--- src/rtl/core/raster_minima_fill_defines.svh ---
// Assertion macros shared by the raster fill RTL.
`ifndef RASTER_MINIMA_FILL_DEFINES_SVH
`define RASTER_MINIMA_FILL_DEFINES_SVH

// Same-cycle implication, disabled during reset.
`define RMF_CHECK_IMPL(label, ck, rs, ante, cons) \
  label: assert property (@(posedge ck) disable iff (rs) (ante) |-> (cons)) \
    else $error("raster fill check failed");

// Next-cycle implication, disabled during reset.
`define RMF_CHECK_NEXT(label, ck, rs, ante, cons) \
  label: assert property (@(posedge ck) disable iff (rs) (ante) |=> (cons)) \
    else $error("raster fill check failed");

`endif

--- src/rtl/core/rmf_pkg.sv ---
// Types, constants and helpers for the raster minima fill block.
`timescale 1ns / 1ps

package rmf_pkg;

  localparam int ROW_BITS  = 8;
  localparam int COL_BITS  = 8;
  localparam int PIX_BITS  = ROW_BITS + COL_BITS;
  localparam int VAL_BITS  = 16;
  localparam int CNT_BITS  = 9;
  localparam int BIT_SEL   = 5;
  localparam int WORD_BITS = 1 << BIT_SEL;
  localparam int FLAG_ADDR = PIX_BITS - BIT_SEL;
  localparam int CIDX_BITS = 3;

  localparam logic [CNT_BITS-1:0] ROWS_MAX = CNT_BITS'(1 << ROW_BITS);
  localparam logic [CNT_BITS-1:0] COLS_MAX = CNT_BITS'(1 << COL_BITS);

  // Request codes
  localparam logic [1:0] REQ_WRITE = 2'd0;
  localparam logic [1:0] REQ_RUN   = 2'd1;
  localparam logic [1:0] REQ_READ  = 2'd2;

  // Configuration register indexes
  localparam logic [CIDX_BITS-1:0] CFG_LEVEL_MIN = 3'd0;
  localparam logic [CIDX_BITS-1:0] CFG_LEVEL_MAX = 3'd1;
  localparam logic [CIDX_BITS-1:0] CFG_BOUNDARY  = 3'd2;
  localparam logic [CIDX_BITS-1:0] CFG_ROW_COUNT = 3'd3;
  localparam logic [CIDX_BITS-1:0] CFG_COL_COUNT = 3'd4;

  typedef struct packed {
    logic [1:0]                 req_type;
    logic [ROW_BITS-1:0]        row;
    logic [COL_BITS-1:0]        col;
    logic signed [VAL_BITS-1:0] elevation;
    logic                       is_null;
    logic                       is_boundary;
  } req_t;

  typedef struct packed {
    logic signed [VAL_BITS-1:0] filled_value;
    logic                       status;
  } rsp_t;

  // Commands from the controller to the datapath
  typedef struct packed {
    logic ld_item;
    logic wr_pix;
    logic enq_rd;
    logic enq_wr;
    logic rd_pix;
    logic out_load;
    logic out_read;
    logic out_err;
    logic lv_init;
    logic lv_inc;
    logic rd_lvl;
    logic deq;
    logic deq_fin;
    logic nb_rd;
    logic nb_upd;
    logic nb_next;
    logic clr_step;
  } cmd_t;

  // Status from the datapath to the controller
  typedef struct packed {
    logic [1:0] in_req;
    logic       item_bnd;
    logic       seed_bad;
    logic       empty_range;
    logic       lvl_nonempty;
    logic       lv_last;
    logic       nb_in;
    logic       nb_skip;
    logic       v_over;
    logic       n_last;
    logic       clr_last;
  } stat_t;

  typedef struct packed {
    logic signed [1:0] dr;
    logic signed [1:0] dc;
  } nb_off_t;

  // Neighbor offsets in raster scan order around the center pixel
  function automatic nb_off_t nb_offset(input logic [2:0] n);
    nb_off_t o;
    unique case (n)
      3'd0:    o = '{dr: -2'sd1, dc: -2'sd1};
      3'd1:    o = '{dr: -2'sd1, dc:  2'sd0};
      3'd2:    o = '{dr: -2'sd1, dc:  2'sd1};
      3'd3:    o = '{dr:  2'sd0, dc: -2'sd1};
      3'd4:    o = '{dr:  2'sd0, dc:  2'sd1};
      3'd5:    o = '{dr:  2'sd1, dc: -2'sd1};
      3'd6:    o = '{dr:  2'sd1, dc:  2'sd0};
      default: o = '{dr:  2'sd1, dc:  2'sd1};
    endcase
    return o;
  endfunction

endpackage

--- src/rtl/core/rmf_ctrl.sv ---
// Controller state machine sequencing load, read, flood and queue clear.
`timescale 1ns / 1ps

module rmf_ctrl (
  input  logic          clk,
  input  logic          rst,
  input  logic          req_valid,
  output logic          req_stall,
  input  logic          rsp_busy,
  input  rmf_pkg::stat_t stat,
  output rmf_pkg::cmd_t  cmd
);
  import rmf_pkg::*;

  typedef enum logic [13:0] {
    S_IDLE     = 14'b00000000000001,
    S_WRITE    = 14'b00000000000010,
    S_ENQ_RD   = 14'b00000000000100,
    S_ENQ_WR   = 14'b00000000001000,
    S_READ_RD  = 14'b00000000010000,
    S_READ_OUT = 14'b00000000100000,
    S_RUN_CHK  = 14'b00000001000000,
    S_LVL_RD   = 14'b00000010000000,
    S_LVL_CHK  = 14'b00000100000000,
    S_DEQ_FIN  = 14'b00001000000000,
    S_NB_ADDR  = 14'b00010000000000,
    S_NB_CHK   = 14'b00100000000000,
    S_CLEAR    = 14'b01000000000000,
    S_RESULT   = 14'b10000000000000
  } state_t;

  state_t state, state_next;
  logic   run, run_next;
  logic   err, err_next;
  logic   accept;

  // Take an item only when idle and the result slot is free
  assign req_stall = (state != S_IDLE) || rsp_busy;
  assign accept    = req_valid && !req_stall;

  always_ff @(posedge clk) begin
    if (rst) begin
      state <= S_CLEAR;
      run   <= 1'b0;
      err   <= 1'b0;
    end else begin
      state <= state_next;
      run   <= run_next;
      err   <= err_next;
    end
  end

  // Next state and commands
  always_comb begin
    cmd        = '0;
    state_next = state;
    run_next   = run;
    err_next   = err;
    unique case (state)
      S_IDLE: begin
        if (accept) begin
          cmd.ld_item = 1'b1;
          case (stat.in_req)
            REQ_WRITE: state_next = S_WRITE;
            REQ_RUN: begin
              state_next = S_RUN_CHK;
              run_next   = 1'b1;
            end
            REQ_READ: state_next = S_READ_RD;
            default:  state_next = S_IDLE;
          endcase
        end
      end
      S_WRITE: begin
        cmd.wr_pix = 1'b1;
        state_next = stat.item_bnd ? S_ENQ_RD : S_IDLE;
      end
      S_ENQ_RD: begin
        cmd.enq_rd = 1'b1;
        state_next = S_ENQ_WR;
      end
      S_ENQ_WR: begin
        cmd.enq_wr = 1'b1;
        if (!run) begin
          state_next = S_IDLE;
        end else if (stat.n_last) begin
          state_next = S_LVL_RD;
        end else begin
          cmd.nb_next = 1'b1;
          state_next  = S_NB_ADDR;
        end
      end
      S_READ_RD: begin
        cmd.rd_pix = 1'b1;
        state_next = S_READ_OUT;
      end
      S_READ_OUT: begin
        cmd.out_load = 1'b1;
        cmd.out_read = 1'b1;
        state_next   = S_IDLE;
      end
      S_RUN_CHK: begin
        if (stat.seed_bad) begin
          err_next   = 1'b1;
          state_next = S_CLEAR;
        end else if (stat.empty_range) begin
          err_next   = 1'b0;
          state_next = S_CLEAR;
        end else begin
          err_next    = 1'b0;
          cmd.lv_init = 1'b1;
          state_next  = S_LVL_RD;
        end
      end
      S_LVL_RD: begin
        cmd.rd_lvl = 1'b1;
        state_next = S_LVL_CHK;
      end
      S_LVL_CHK: begin
        if (stat.lvl_nonempty) begin
          cmd.deq    = 1'b1;
          state_next = S_DEQ_FIN;
        end else if (stat.lv_last) begin
          state_next = S_CLEAR;
        end else begin
          cmd.lv_inc = 1'b1;
          state_next = S_LVL_RD;
        end
      end
      S_DEQ_FIN: begin
        cmd.deq_fin = 1'b1;
        state_next  = S_NB_ADDR;
      end
      S_NB_ADDR: begin
        if (stat.nb_in) begin
          cmd.nb_rd  = 1'b1;
          state_next = S_NB_CHK;
        end else if (stat.n_last) begin
          state_next = S_LVL_RD;
        end else begin
          cmd.nb_next = 1'b1;
          state_next  = S_NB_ADDR;
        end
      end
      S_NB_CHK: begin
        if (stat.nb_skip) begin
          if (stat.n_last) begin
            state_next = S_LVL_RD;
          end else begin
            cmd.nb_next = 1'b1;
            state_next  = S_NB_ADDR;
          end
        end else begin
          cmd.nb_upd = 1'b1;
          if (stat.v_over) begin
            err_next   = 1'b1;
            state_next = S_CLEAR;
          end else begin
            state_next = S_ENQ_RD;
          end
        end
      end
      S_CLEAR: begin
        cmd.clr_step = 1'b1;
        if (stat.clr_last) begin
          state_next = run ? S_RESULT : S_IDLE;
        end
      end
      S_RESULT: begin
        cmd.out_load = 1'b1;
        cmd.out_err  = err;
        run_next     = 1'b0;
        state_next   = S_IDLE;
      end
      default: state_next = S_IDLE;
    endcase
  end

endmodule

--- config.mk ---
export PLATFORM = sky130hd
export DESIGN_NAME = rmf_ctrl
export DESIGN_NICKNAME = d
export VERILOG_FILES = /design/src/rtl/core/raster_minima_fill_defines.svh /design/src/rtl/core/rmf_pkg.sv /design/src/rtl/core/rmf_ctrl.sv
export SDC_FILE = /design/constraint.sdc
export NUM_CORES = 1
export LEC_CHECK = 0
export ABC_CLOCK_PERIOD_IN_PS = 3810
export BUFFER_PORTS_ARGS = -buffer_cell sky130_fd_sc_hd__buf_2
export CAP_MARGIN = 20
export CORE_ASPECT_RATIO = 1.75
export CORE_MARGIN = 3
export CORE_UTILIZATION = 50
export DETAILED_ROUTE_END_ITERATION = 7
export PLACE_DENSITY = 0.8
export SLEW_MARGIN = 10
export SYNTH_ARGS = -nofsm -noshare
export SYNTH_HDL_FRONTEND = slang
export SYNTH_SLANG_ARGS = --single-unit
--- constraint.sdc ---
create_clock -name clk -period 3.81 [get_ports clk]
set_input_delay 1.143 -clock clk [delete_from_list [all_inputs] [get_ports clk]]
set_output_delay 1.143 -clock clk [all_outputs]
set_load 0.01 [all_outputs]
# Word level (Yosys, flattened, before mapping)
# Cells that the tools add are included.
# W data, S select, Z words.
[totals] reg_bits=16 inputBits=16 output_inout_bits=18 wordCells=86
[classes] n_eq_ne=22 n_mux=51 n_reduce_logical=10
[ops] operator="$pmux W14 S12" count=1
[ops] operator="$mux W14" count=6
[ops] operator="$mux W13" count=4
[ops] operator="$mux W1" count=33
[ops] operator="$mux W11" count=2
[ops] operator="$pmux W7 S3" count=1
[ops] operator="$eq A14 B1 Y1 const B" count=1
[ops] operator="$eq A14 B10 Y1 const B" count=1
[ops] operator="$eq A14 B11 Y1 const B" count=1
[ops] operator="$eq A14 B12 Y1 const B" count=1
[ops] operator="$eq A14 B13 Y1 const B" count=1
[ops] operator="$eq A14 B14 Y1 const B" count=1
[ops] operator="$eq A14 B2 Y1 const B" count=1
[ops] operator="$eq A14 B3 Y1 const B" count=1
[ops] operator="$eq A14 B4 Y1 const B" count=1
[ops] operator="$eq A14 B5 Y1 const B" count=1
[ops] operator="$eq A14 B6 Y1 const B" count=1
[ops] operator="$eq A14 B7 Y1 const B" count=1
[ops] operator="$eq A14 B8 Y1 const B" count=1
[ops] operator="$eq A14 B9 Y1 const B" count=1
[ops] operator="$ne A14 B1 Y1 const B" count=1
[ops] operator="$ne A2 B2 Y1 const B" count=4
[ops] operator="$reduce_and A3 Y1" count=2
[ops] operator="$pmux W1 S2" count=2
[ops] operator="12 further kinds" count=13

# Longest topological paths before layout
[logic_depth] depth_word=6 depth_mapped=8 ltp_nobuf=5

# Least setup slack after synthesis
# OpenSTA, ideal clock, no wires.
[synth_timing] path_type="in2out" startpoint="input stat[4] (netlist name)" endpoint="output cmd[1] (netlist name)" arrival_ns=1.829 t_required_ns=2.667 path_slack_ns=0.838 cell_stages=3 path_buffers=0 path_cell_list="nor3b_1 o21ai_2 a211oi_2"
[synth_rtl] element="start: declaration" line_no="rmf_ctrl.sv:10" rtl="input rmf_pkg::stat_t stat,"
[synth_rtl] element="end: declaration" line_no="rmf_ctrl.sv:11" rtl="output rmf_pkg::cmd_t cmd"

# Final worst setup path
[layout_timing] startpoint="register state[7]" endpoint="output req_stall"
[layout_between] elab_chain_len=2
[layout_lines] element="start: declaration" line_no="rmf_ctrl.sv:32" rtl="state_t state, state_next;"
[layout_lines] element="start signal: assignment" line_no="rmf_ctrl.sv:47" rtl="state <= state_next;"
[layout_lines] element="$ne A14 B1 Y1" line_no="rmf_ctrl.sv:38" rtl="assign req_stall = (state != S_IDLE) || rsp_busy;"
[layout_lines] element="$logic_or A1 B1 Y1" line_no="rmf_ctrl.sv:38"
[layout_lines] element="end: declaration" line_no="rmf_ctrl.sv:8" rtl="output logic req_stall,"
# Every way passes these cells.

==> results.cfg <==
[drt]
dr_total_vias = 1187
routedWlPerCell_um = 15.09
antenna_left = 0
drtIter0Drc = 18
vias_per_cell = 6.119
post-route-drc-count = 0
firstDrtPassIters = 4
drt_wl_total_mm = 2.928

[floorplanning]
initial_core_util = 0.5402
io_pins = 34
die_w_um = 42.41
die-area_mm2 = 0.002957
fp.coreArea_mm2 = 0.002147
num_rows = 22
die_h_um = 69.72

[yosys]
synth_ff_type = dfxtp_1
synth_edf_count = 0
synth_seq_area_share = 0.2762
synth_top_cell_by_area = dfxtp_1
syn_nets = 156
synth-seq-cells = 16
netlist_area_mm2 = 0.001160
avgSynthCellArea_um2 = 8.285
ys_top_cells_by_count = dfxtp_1 (16), nor2_1 (16), nor3_1 (12)
ys_top_cells_by_area = dfxtp_1 (28%), nor3_1 (5.2%), nor2_1 (5.2%)
async_flop_share = 0
synth_top_area_share = 0.2762
yosys_warnings = 0
synth_cells = 140
synth_cell_types = 55

[cts]
cts-buffers-inserted = 3
clk_pin_slew_ps = 100
cts.sinks = 16
ctsResizeCount = 0
postCtsSetupRepairBufs = 0
clock_path_buffers = 2
cts_tree = done
cts-root-buf = clkbuf_4
htree_levels = 1
cts_hold_buffers = 0
clock_latency_ps = 290

[sta]
setup_viol = 0
maxSlewViolCount = 0
rsz0062_at_grt = no
fin_skew_ps = 3.606
period_minus_slack_ps = 3427
worstMarginPinSlew_ps = 431.7
fmax_mhz = 291.8
hold_viol = 0
setup_ws_ps = 383.2
final.setup.tns_ps = 0
period_share = 0.8994
relSlewSlack = 0.7086

[placed_design]
dp_hpwl_mm = 2.349
dp_slack_ps = 606.0
gp_congestion = 0.8985
place_inst = 190
io_buffers = 33
dpl_cell_area_mm2 = 0.001303

[global_route]
track_usage = 0.2107
grt_remaining_overflow = 0
grt_max_degree = 11
grt_pass1_wl_mm = 4.857
grt_pass1_vias = 1110
antenna_found_initial = 0

[worst_setup_path]
crit_arrival_ps = 2280
crit_type = flop to output pin
required_ps = 2670
start_kind = flop
critPathMaxFanout = 7
endpoint_kind = output pin

[power]
cellPowerDensity_mw_per_mm2 = 273.9
p_int_uw = 258.9
pwr-share-seq = 0.481
p_sw_uw = 107.8
power_frac_clock = 0.322
vdd.ir_drop.worst_mv = 0.2077
sw_frac_of_total = 0.2941
power.leakage_nw = 0.6130
pwr-share-comb = 0.198

[layout]
fin_util = 0.6235
stdcell_count = 194
design_area_mm2 = 0.001339
layout-drive-gt1-share = 0.3176
diodes = 0
syn_to_final_growth_pct = 15.43
nets = 187

[run_status]
status = finished clean

[run]
max-cap-violations = 0

[worst_hold_path]
min_path_type = flop to flop
==> registers in the layout, summed over array words and instances (netlist names) <==
name   cells
state     14
run        1
err        1
==> path summary, 6_finish.rpt <==
check / from / endpoint / slack [ps] / cells after the start
max: state[7] / req_stall / 380 / 6
min: run / state[13] / 530 / 1
max reg2reg: state[7] / state[10] / 1820 / 5
min reg2reg: run / state[13] / 530 / 1
==> cells in the final DEF (no fill, tap or decap), types with 3 or more instances in the layout <==
cell type  instances
and3_2             3
nor4_1             3
nand3_1            4
nor3b_1            5
a21o_1             3
inv_1              6
nand2_1           10
buf_2             33
nor4b_1            3
and2_1             4
dfxtp_1           16
clkbuf_4           3
nor3_1            12
nor2_1            16
==> through the flow <==
stage               power [mW]  hold WS [ps]
global placement        0.2497         508.1
global route            0.3862         551.8
CTS                     0.3672         518.4
detailed placement      0.2519         511.6
floorplan               0.2346         464.1
finish                  0.3667         525.1
==> worst max-delay path, cell delays in order, from the launching register on <==
cell	delay (ps)
dfxtp_1	380
nor2_1	180
or4b_1	570
nor2_1	250
nand3_1	170
or2_2	300
buf_2	140
==> kinds of logic (layout without fill, tap and decap cells) <==
| logic type | count (synthesis) | count (layout) | synth area share |
|---|---|---|---|
| xor gates and xnor gates | 3 | 3 | 0.02266 |
| DFF | 16 | 16 | 0.2762 |
| buffers and inverters | 14 | 44 | 0.07119 |
| and+or+nand+nor | 86 | 86 | 0.4844 |
| AOI/OAI and AO/OA | 21 | 21 | 0.1456 |
==> per-layer routing <==
| metal | global-route usage | share of wire |
|---|---|---|
| met5 | 0 | 0 |
| met3 | 0.03896 | 0.060 |
| met2 | 0.3820 | 0.54 |
| met1 | 0.2166 | 0.37 |
| met4 | 0.1142 | 0.030 |
==> final cells by class <==
type / instances / area [um2]
multi-input cells: 110 / 757.0
fillers: 200 / 808.3
well taps: 24 / 30.03
repair buffers: 34 / 172.7
flip-flops and latches: 16 / 320.3
inverters: 6 / 22.52
clock buffers: 4 / 36.28
==> power by group through the flow <==
stage               Sequential, mW  Clock [mW]  Combinational (mW)
global route                 0.177       0.129              0.0805
global placement             0.179           0              0.0702
finish                       0.176       0.118              0.0726
CTS                          0.176       0.119              0.0722
floorplan                    0.175           0              0.0599
detailed placement           0.180           0              0.0720
(Power assumes the default switching activity.)
